## config.mk

```make
export PLATFORM = sky130hd
export DESIGN_NAME = gf2_x_pow_n_mod_poly
export DESIGN_NICKNAME = d
export VERILOG_FILES = /design/src/hw/rtl/gfxn_pkg.sv /design/src/hw/rtl/gf2_x_pow_n_mod_poly.sv
export SDC_FILE = /design/constraint.sdc
export NUM_CORES = 1
export LEC_CHECK = 0
export BUFFER_PORTS_ARGS = -buffer_cell sky130_fd_sc_hd__clkbuf_2
export CAP_MARGIN = 0
export CORE_ASPECT_RATIO = 0.7
export CORE_MARGIN = 2
export CORE_UTILIZATION = 53
export CTS_BUF_LIST = sky130_fd_sc_hd__clkbuf_2 sky130_fd_sc_hd__clkbuf_4 sky130_fd_sc_hd__clkbuf_8
export CTS_CLUSTER_SIZE = 30
export DETAILED_ROUTE_END_ITERATION = 8
export PLACE_DENSITY = 0.79
export REMOVE_ABC_BUFFERS = 1
export SETUP_SLACK_MARGIN = 0.1
export SYNTH_ARGS = -nofsm -noshare
export SYNTH_HDL_FRONTEND = slang
export SYNTH_SLANG_ARGS = --single-unit
```

## constraint.sdc

```tcl
create_clock -name clk -period 4.3 [get_ports clk]
set_clock_uncertainty 0.2 [all_clocks]
set_input_delay 0.645 -clock clk [delete_from_list [all_inputs] [get_ports clk]]
set_output_delay 0.645 -clock clk [all_outputs]
set_load 0.005 [all_outputs]
```

## src/hw/rtl/gfxn_pkg.sv

```systemverilog
`timescale 1ns / 1ps
// ----------------------------------------------------------------------------
// gfxn_pkg
// Shared widths, register indexes and reset values for the GF(2) x^n mod p(x)
// block.
// ----------------------------------------------------------------------------
package gfxn_pkg;

    localparam int POLY_W     = 64;
    localparam int DEG_W      = 7;
    localparam int CFG_IDX_W  = 1;
    localparam int TOP_W      = 6;

    typedef logic [POLY_W-1:0] poly_t;
    typedef logic [DEG_W-1:0]  deg_t;

    localparam logic [CFG_IDX_W-1:0] REG_POLY_LOW_TERMS = 1'b0;
    localparam logic [CFG_IDX_W-1:0] REG_POLY_DEGREE    = 1'b1;

    localparam poly_t POLY_LOW_RESET = 64'h0000_0000_04C1_1DB7;
    localparam deg_t  POLY_DEG_RESET = 7'd32;
    localparam deg_t  POLY_DEG_MAX   = 7'd64;
    localparam deg_t  POLY_DEG_MIN   = 7'd1;

endpackage

```

## src/hw/rtl/gf2_x_pow_n_mod_poly.sv

```systemverilog
`timescale 1ns / 1ps
// ----------------------------------------------------------------------------
// gf2_x_pow_n_mod_poly
// x^n mod p(x) over GF(2) with the low 64 bits of the quotient, one quotient
// bit per clock through a shared shift-and-XOR step.
// ----------------------------------------------------------------------------
// The result is registered: for n below the degree it is x^n itself, otherwise
//   the shift/XOR reduction step runs once for each power of x above the degree.
// Throughput: one item at a time; the next input is taken in the cycle the
//   result transfers.
// Reset: rst_n clears the sequencer and loads p(x) = x^32 + 0x04C11DB7.
module gf2_x_pow_n_mod_poly
    import gfxn_pkg::*;
#(
    parameter int EXPONENT_BITS = 12
)
(
    input  logic                     clk,
    input  logic                     rst_n,

    input  logic                     cfg_we,
    input  logic [CFG_IDX_W-1:0]     cfg_index,
    input  logic [POLY_W-1:0]        cfg_data,

    input  logic                     in_valid,
    output logic                     in_ready,
    input  logic [EXPONENT_BITS-1:0] exponent,

    output logic                     out_valid,
    input  logic                     out_ready,
    output logic [POLY_W-1:0]        remainder,
    output logic [POLY_W-1:0]        quotient_low
);

    localparam int CMP_W = (EXPONENT_BITS > DEG_W) ? EXPONENT_BITS : DEG_W;

    localparam logic [1:0] ST_IDLE = 2'd0;
    localparam logic [1:0] ST_RUN  = 2'd1;
    localparam logic [1:0] ST_DONE = 2'd2;

    logic [1:0]               state_reg, state_next;
    poly_t                    poly_low_reg;
    deg_t                     poly_deg_reg;
    poly_t                    rem_reg, rem_next;
    poly_t                    quo_reg, quo_next;
    logic [EXPONENT_BITS-1:0] cnt_reg, cnt_next;

    deg_t                     deg_eff;
    logic [TOP_W-1:0]         top_bit;
    poly_t                    mask;
    poly_t                    low_masked;
    logic                     high;
    logic                     in_xfer;
    logic [CMP_W-1:0]         n_ext;
    logic [CMP_W-1:0]         deg_ext;
    logic [CMP_W-1:0]         steps;

    // Effective degree, clamped to 1..64
    always_comb
    begin
        if (poly_deg_reg < POLY_DEG_MIN)
            deg_eff = POLY_DEG_MIN;
        else if (poly_deg_reg > POLY_DEG_MAX)
            deg_eff = POLY_DEG_MAX;
        else
            deg_eff = poly_deg_reg;
    end

    assign top_bit    = TOP_W'(deg_eff - POLY_DEG_MIN);
    assign mask       = ~(~poly_t'(0) << deg_eff);
    assign low_masked = poly_low_reg & mask;
    assign high       = rem_reg[top_bit];

    assign n_ext   = CMP_W'(exponent);
    assign deg_ext = CMP_W'(deg_eff);
    assign steps   = n_ext - deg_ext;

    assign in_ready  = (state_reg == ST_IDLE) || ((state_reg == ST_DONE) && out_ready);
    assign in_xfer   = in_valid && in_ready;
    assign out_valid = (state_reg == ST_DONE);

    always_comb
    begin
        state_next = state_reg;
        rem_next   = rem_reg;
        quo_next   = quo_reg;
        cnt_next   = cnt_reg;
        case (state_reg)
            ST_IDLE, ST_DONE:
            begin
                if (state_reg == ST_DONE && out_ready)
                    state_next = ST_IDLE;
                if (in_xfer)
                begin
                    if (n_ext < deg_ext)
                    begin
                        // below the degree: x^n itself
                        rem_next   = poly_t'(1) << exponent[TOP_W-1:0];
                        quo_next   = '0;
                        cnt_next   = '0;
                        state_next = ST_DONE;
                    end
                    else
                    begin
                        rem_next   = low_masked;
                        quo_next   = poly_t'(1);
                        cnt_next   = steps[EXPONENT_BITS-1:0];
                        state_next = (steps == '0) ? ST_DONE : ST_RUN;
                    end
                end
            end
            ST_RUN:
            begin
                rem_next = ((rem_reg << 1) & mask) ^ (high ? low_masked : '0);
                quo_next = {quo_reg[POLY_W-2:0], high};
                cnt_next = cnt_reg - 1'b1;
                if (cnt_reg == EXPONENT_BITS'(1))
                    state_next = ST_DONE;
            end
            default:
            begin
                state_next = ST_IDLE;
            end
        endcase
    end

    always_ff @(posedge clk or negedge rst_n)
    begin
        if (!rst_n)
        begin
            state_reg    <= ST_IDLE;
            poly_low_reg <= POLY_LOW_RESET;
            poly_deg_reg <= POLY_DEG_RESET;
        end
        else
        begin
            state_reg <= state_next;
            if (cfg_we)
            begin
                case (cfg_index)
                    REG_POLY_LOW_TERMS: poly_low_reg <= cfg_data;
                    REG_POLY_DEGREE:    poly_deg_reg <= cfg_data[DEG_W-1:0];
                    default:            poly_low_reg <= poly_low_reg;
                endcase
            end
        end
    end

    always_ff @(posedge clk)
    begin
        rem_reg <= rem_next;
        quo_reg <= quo_next;
        cnt_reg <= cnt_next;
    end

    assign remainder    = rem_reg;
    assign quotient_low = quo_reg;

    // ------------------------------------------------------------------------
    // Assertions
    // ------------------------------------------------------------------------
    a_run_blocks_input: assert property (@(posedge clk) disable iff (!rst_n)
        (state_reg == ST_RUN) |-> !in_ready)
        else $error("input taken while reducing");

    a_run_count_live: assert property (@(posedge clk) disable iff (!rst_n)
        (state_reg == ST_RUN) |-> (cnt_reg != '0))
        else $error("step counter empty in run state");

    a_rem_masked: assert property (@(posedge clk) disable iff (!rst_n)
        out_valid |-> ((remainder & ~mask) == '0))
        else $error("remainder has bits at or above the degree");

    a_xfer_starts_work: assert property (@(posedge clk) disable iff (!rst_n)
        in_xfer |=> (state_reg != ST_IDLE))
        else $error("input transfer did not start work");

endmodule
```

# Word-level counts from Yosys, hierarchy flattened
# Index checks and enable logic that the tools add are counted.
totals:
  inputBits: 82
  output_inout_bits: 130
  regBits: 213
  elab_cells: 57
op_classes:
  order_cmp: 4
  mux: 20
  bitwise_logic: 5
  n_eq_ne: 6
  n_reduce_logical: 11
  add_sub_neg: 3
  shifts: 2
op_table:
  columns: ["operator", "count"]
  rows:
  - ["64-bit 2-to-1 mux", 4]
  - ["64-bit one-hot mux with 2 select lines", 2]
  - ["64-bit AND", 2]
  - ["64-bit inverter", 1]
  - ["1-bit by 6-bit left shift with 64-bit output (first input constant)", 1]
  - ["64-bit by 7-bit left shift with 64-bit output (first input constant)", 1]
  - ["64-bit XOR", 1]
  - ["12-bit 2-to-1 mux", 2]
  - ["12-bit one-hot mux with 2 select lines", 1]
  - ["7-bit 2-to-1 mux", 2]
  - ["12-bit by 1-bit == test with 1-bit output (second input constant)", 1]
  - ["12-bit zero test", 1]
  - ["12-bit by 7-bit < comparator with 1-bit output", 1]
  - ["12-bit by 1-bit subtractor with 12-bit output (second input constant)", 1]
  - ["12-bit by 7-bit subtractor with 12-bit output", 1]
  - ["2-bit 2-to-1 mux", 5]
  - ["2-bit AND reduction", 4]
  - ["7-bit > comparator (second input constant)", 1]
  - ["6-bit by 7-bit < comparator with 1-bit output (second input constant)", 1]
  - ["7-bit by 1-bit < comparator with 1-bit output (second input constant)", 1]
  - ["1-bit binary-select mux with 6-bit select", 1]
  - ["6-bit by 1-bit subtractor with 6-bit output (second input constant)", 1]
  - ["2-bit inequality test (second input constant)", 2]
  - ["2-bit one-hot mux with 2 select lines", 1]
  - ["10 further kinds", 12]

# Depth between registers and ports, before layout
depth:
  depth_word: 9
  mapped_depth: 21
  mapped_depth_nobuf: 14

# Worst setup path before layout
# OpenSTA, ideal clock, no wires.
synth_timing:
  path_kind: "input -> register"
  start: "input port out_ready"
  end: "register cnt_reg[0], enable pin"
  t_arrival_ps: 3978
  setup_time_ps: 511
  n_path_buf: 0
  required_time_ps: 3589
  slack_ps: -390
  cell_stages: 3
  path_cell_list: "inv_1 -> o21ai_0 -> o21a_1"
synth_via:
  elab_chain_cells: 5
synth_rtl:
  columns: ["item", "line_no", "source"]
  rows:
  - ["start: declaration", "gf2_x_pow_n_mod_poly.sv:30", "input logic out_ready,"]
  - ["1-bit logical AND", "gf2_x_pow_n_mod_poly.sv:78", "assign in_ready = (state_reg == ST_IDLE) || ((state_reg == ST_DONE) && out_ready);"]
  - ["1-bit logical OR", "gf2_x_pow_n_mod_poly.sv:78", null]
  - ["1-bit logical AND", "gf2_x_pow_n_mod_poly.sv:79", "assign in_xfer = in_valid && in_ready;"]
  - ["2-bit inequality test (no line)", null, null]
  - ["2-bit AND reduction (no line)", null, null]
  - ["end signal: assignment", "gf2_x_pow_n_mod_poly.sv:153", "cnt_reg <= cnt_next;"]
  - ["end: declaration", "gf2_x_pow_n_mod_poly.sv:46", "logic [EXPONENT_BITS-1:0] cnt_reg, cnt_next;"]
# Every way passes these cells.
# A chain may end at the register's enable or synchronous reset.

# Worst setup path after layout
layout_timing:
  start: "register poly_deg_reg[5]"
  end: "register rem_reg[12] (netlist: remainder[12]), data pin"
layout_via:
  elab_chain_cells: 9
  word_cells_on_any_way: 17
  classes_between: "add/sub (1); order compare (3); shift (1); mux (8); bitwise (4)"
layout_rtl:
  columns: ["item", "line_no", "source"]
  rows:
  - ["start: declaration", "gf2_x_pow_n_mod_poly.sv:43", "deg_t poly_deg_reg;"]
  - ["start signal: assignment", "gf2_x_pow_n_mod_poly.sv:142", "REG_POLY_DEGREE: poly_deg_reg <= cfg_data[DEG_W-1:0];"]
  - ["7-bit > comparator", "gf2_x_pow_n_mod_poly.sv:63", "else if (poly_deg_reg > POLY_DEG_MAX)"]
  - ["7-bit 2-to-1 mux", "gf2_x_pow_n_mod_poly.sv:63", null]
  - ["7-bit 2-to-1 mux (*)", "gf2_x_pow_n_mod_poly.sv:61", "if (poly_deg_reg < POLY_DEG_MIN)"]
  - ["6-bit by 1-bit subtractor with 6-bit output / 64-bit by 7-bit left shift with 64-bit output (equally long branches)", "gf2_x_pow_n_mod_poly.sv:69, gf2_x_pow_n_mod_poly.sv:70", null]
  - ["1-bit binary-select mux with 6-bit select / 64-bit inverter (equally long branches)", "gf2_x_pow_n_mod_poly.sv:72, gf2_x_pow_n_mod_poly.sv:70", null]
  - ["1-bit 2-to-1 mux (implied by the code) / 64-bit AND (equally long branches)", "gf2_x_pow_n_mod_poly.sv:72, gf2_x_pow_n_mod_poly.sv:71", null]
  - ["64-bit 2-to-1 mux, on equally long branches", "gf2_x_pow_n_mod_poly.sv:114, gf2_x_pow_n_mod_poly.sv:95", null]
  - ["64-bit XOR / 64-bit 2-to-1 mux (equally long branches)", "gf2_x_pow_n_mod_poly.sv:114, gf2_x_pow_n_mod_poly.sv:93", null]
  - ["64-bit one-hot mux with 2 select lines (*)", "gf2_x_pow_n_mod_poly.sv:88", "case (state_reg)"]
  - ["via rem_next[12]", "gf2_x_pow_n_mod_poly.sv:44", "poly_t rem_reg, rem_next;"]
  - ["end signal: assignment", "gf2_x_pow_n_mod_poly.sv:151", "rem_reg <= rem_next;"]
  - ["end: declaration", "gf2_x_pow_n_mod_poly.sv:44", null]
# The timed path passes the listed nets; every way through them passes the cells marked *. The select of a mux whose other input is x is not followed.

==> impl_results.md <==
* Final Critical Period at 4080 ps
* Sequential Area at 6050 sq um
* CTS Sinks at 213
* Synthesis-to-layout area growth at 20.2%
* Setup WS post-layout at 223 ps
* Register-to-Register Path Depth at 15
* Wire per inst at 23.9 microns
* CP required at 4400 ps
* CP Launch Type: flip-flop
* Pre-CTS WS at 11.2 ps
* #FFs+latches synth at 213
* Clk buf depth at 3
* Number of global-route vias before repair at 10.8k
* Multi-input gate area at 6130 sq um
* Register area share after synthesis at 48.4%
* Clock Tree Root: clkbuf_8
* FMAX at 0.245 GHz
* Critical path capture point type: flip-flop
* DP HPWL at 30300 microns
* Unique masters post-synth at 71
* PortBufs at 211
* Die area at 24900 sq um
* Max cap viols at 0
* Crit path depth at 15
* EDFF count, synth at 140
* CTS tree: built
* Dpl cells at 1705
* Hold WS at 2.88 ps
* DR vias/cell at 6.34
* Critical Path, Cell by Cell: nor3_4 > a22o_1 > inv_2 > ha_2 > or3b_2 > a221oi_1 > buf_4 > nor2_1 > o21ai_0 > nor3_1 > or4b_4 > buf_12 > a21boi_0 > xor2_1 > a31o_2
* Clk pwr share at 16.6%
* GP Congestion at 1.01
* Part of the power in registers at 38.5%
* Cell Rows at 46
* Logic pwr share at 44.8%
* Mapped Cells at 1194
* # diodes at 0
* Overflow after GRT at 0
* Die height at 133 microns
* Worst r2r src: poly_deg_reg[5]
* Starting density of the core at 54.6%
* Residual DRC at 0
* Final core occ at 65.6%
* Setup Viol. Count Final at 0
* Cell area after synthesis at 12500 sq um
* Worst-path clk slew at 70 ps
* Slew at the pin closest to its max-slew limit at 1110 ps
* Fillcell total at 1905
* Iter 0 DRT Violations at 1616
* Antenna viol nets, final at 0
* P_sw at 0.00442 W
* Crit Path Class: flip-flop to flip-flop
* R2r endpoint: remainder[12]
* Cell Count, Final, Fillers Out at 1773
* Min-Delay Path Class: input port to asynchronous set/reset pin
* Syn avg cell area at 10.5 sq um
* Vias at 11.2k
* Status: finished clean
* Int Power at 0.00649 W
* Die X-Extent at 188 microns
* First-pass GRT wire length at 63900 microns
* Detailed Route WL at 42300 microns
* Layout Nets at 1531
* Final Max Tran Viols at 0
* Share of the synthesized area in the top cell type at 33.6%
* Worst Path Max Fanout at 29
* Yosys Warn Count at 0
* Skew-Pair Late Insertion Delay at 570 ps
* Delay of the slowest cell on the worst path at 580 ps
* CP startpoint: poly_deg_reg[5]
* Worst path bufs/invs at 3
* Critical path's slowest cell: or4b_4
* Slew headroom at 26.0%
* GRT Resource Usage Total at 33.7%
* Endpoints failing hold at 0
* PwrDens at 726 nW/um^2
* Post-synth top cells: edfxtp_1 (140), nand2_1 (124), a21oi_1 (89)
* Sw Ratio at 40.5%
* Share of layout cells above drive strength 1 at 32.1%
* Synth area leader: edfxtp_1
* Count leader, synth: edfxtp_1
* Top area cells in the synthesized netlist: edfxtp_1 (34%), dfrtp_1 (12%), mux2_2 (6.5%)
* H-tree levels at 2
* Lkg Pwr at 6.19 nW
* I/O pins at 212
* RSZ-0062 raised after global routing: no
* R2R Setup Slk at 220 ps
* Peak VDD IR at 0.000495 V
* Inserted Clock Buffers at 34
* Maximum number of pins on one net before global-route repair at 93
* Crit path capture: remainder[12]
* Ys flop type: edfxtp_1
* Core Area at 22900 sq um
* Top Family by Delay on Critical Path: simple AND/OR/NAND/NOR gates
* Initial antenna violation count at 0
* Asr flop ratio synth at 34.3%
* Worst endpoint data arrival time at 4180 ps
* Detailed Routing Iterations Pass 1 at 6
* Final worst path period share at 94.8%
[placed cells by master, fill, tap and decap left out, types with 11 or more instances in the layout]
cell type / instances
nand2_1: 123
dfrtp_1: 58
nor2_1: 60
inv_1: 20
clkbuf_8: 38
o221ai_1: 19
a31oi_1: 21
nand3_1: 12
clkbuf_4: 19
o22ai_1: 15
a21oi_1: 88
clkbuf_2: 210
a21boi_0: 26
mux2_2: 72
buf_4: 61
nor3_1: 13
o21ai_0: 49
ha_1: 11
and2_1: 66
a21o_1: 11
xor2_1: 14
o22a_1: 12
dfstp_2: 15
nor2b_1: 34
o211ai_1: 12
mux2i_1: 46
edfxtp_1: 140
xnor2_1: 31
[how the worst min path moves through the flow]
| stage | startpoint | end | slack, ps | cells past startpoint |
|---|---|---|---|---|
| 2_1_floorplan | rst_n | poly_deg_reg[0] | 150 | 0 |
| 3_3_place_gp | quotient_low[39] | quotient_low[40] | 330 | 1 |
| 3_5_place_dp | quotient_low[45] | quotient_low[46] | 330 | 1 |
| 4_1_cts | rst_n | poly_low_reg[34] | 60 | 1 |
| 5_1_grt | rst_n | poly_low_reg[34] | 80 | 1 |
| 6_report | rst_n | poly_low_reg[35] | 3 | 1 |
[kinds of logic after synthesis]
family | after synthesis | share of synthesized area [%]
AND/OR/NAND/NOR | 380 | 15.7
AO/OA/AOI/OAI | 319 | 16.8
flip-flops | 213 | 48.4
multiplexers | 124 | 11.2
buffers and inverters | 99 | 3.31
XOR/XNOR | 45 | 3.15
adder cells (fa/ha/maj) | 14 | 1.46
[what timing repair did]
item | 4_1_cts | 5_1_grt
buffers inserted | 0 | 6
pin swaps | 0 | 1
hold buffers | 0 | 0
setup endpoints to repair | 9 | 62
gates resized for setup | 2 | 20
[worst reg2reg max path: stages, from the launching register on]
cell and delay (ps):
dfstp_2 560, nor3_4 50, a22o_1 230, inv_2 80
ha_2 210, or3b_2 450, a221oi_1 280, buf_4 200
nor2_1 70, o21ai_0 70, nor3_1 80, or4b_4 580
buf_12 200, a21boi_0 240, xor2_1 110, a31o_2 250
[area by class of cell]
type,instances,share of cell area (%)
Clock inverter,5,0.208
Timing Repair Buffer,281,11.2
Tap cell,312,2.60
Clock buffer,57,4.43
Inverter,23,0.574
Multi-Input combinational cell,882,40.8
Sequential cell,213,40.2
[power groups by stage]
stage / Sequential (W) / Combinational, W / Clock, W
after floorplan: 0.00406 / 0.00268 / 0
after global placement: 0.00417 / 0.00453 / 0
after global routing: 0.00429 / 0.00523 / 0.00192
after detailed placement: 0.00420 / 0.00465 / 0
final: 0.00420 / 0.00489 / 0.00181
after CTS: 0.00417 / 0.00468 / 0.00183
[per-layer routing]
layer / part of all wire, % / GRT usage, % / vias to the layer above
met3: 14 / 11.2 / 96
met4: 2.6 / 10.3 / 0
met5: 0 / 0 / -
li1: - / - / 4917
met2: 41 / 47.3 / 799
met1: 43 / 49.2 / 5421
[through the flow]
step / TNS, ps / total power (W) / cell area, sq um
final: 0 / 0.0109 / 15000
after floorplan: -199420 / 0.00674 / 12200
after detailed placement: 0 / 0.00885 / 14200
after global routing: 0 / 0.0114 / 15000
after CTS: 0 / 0.0107 / 14900
after global placement: 0 / 0.00870 / 14200
(Power assumes the default switching activity.)
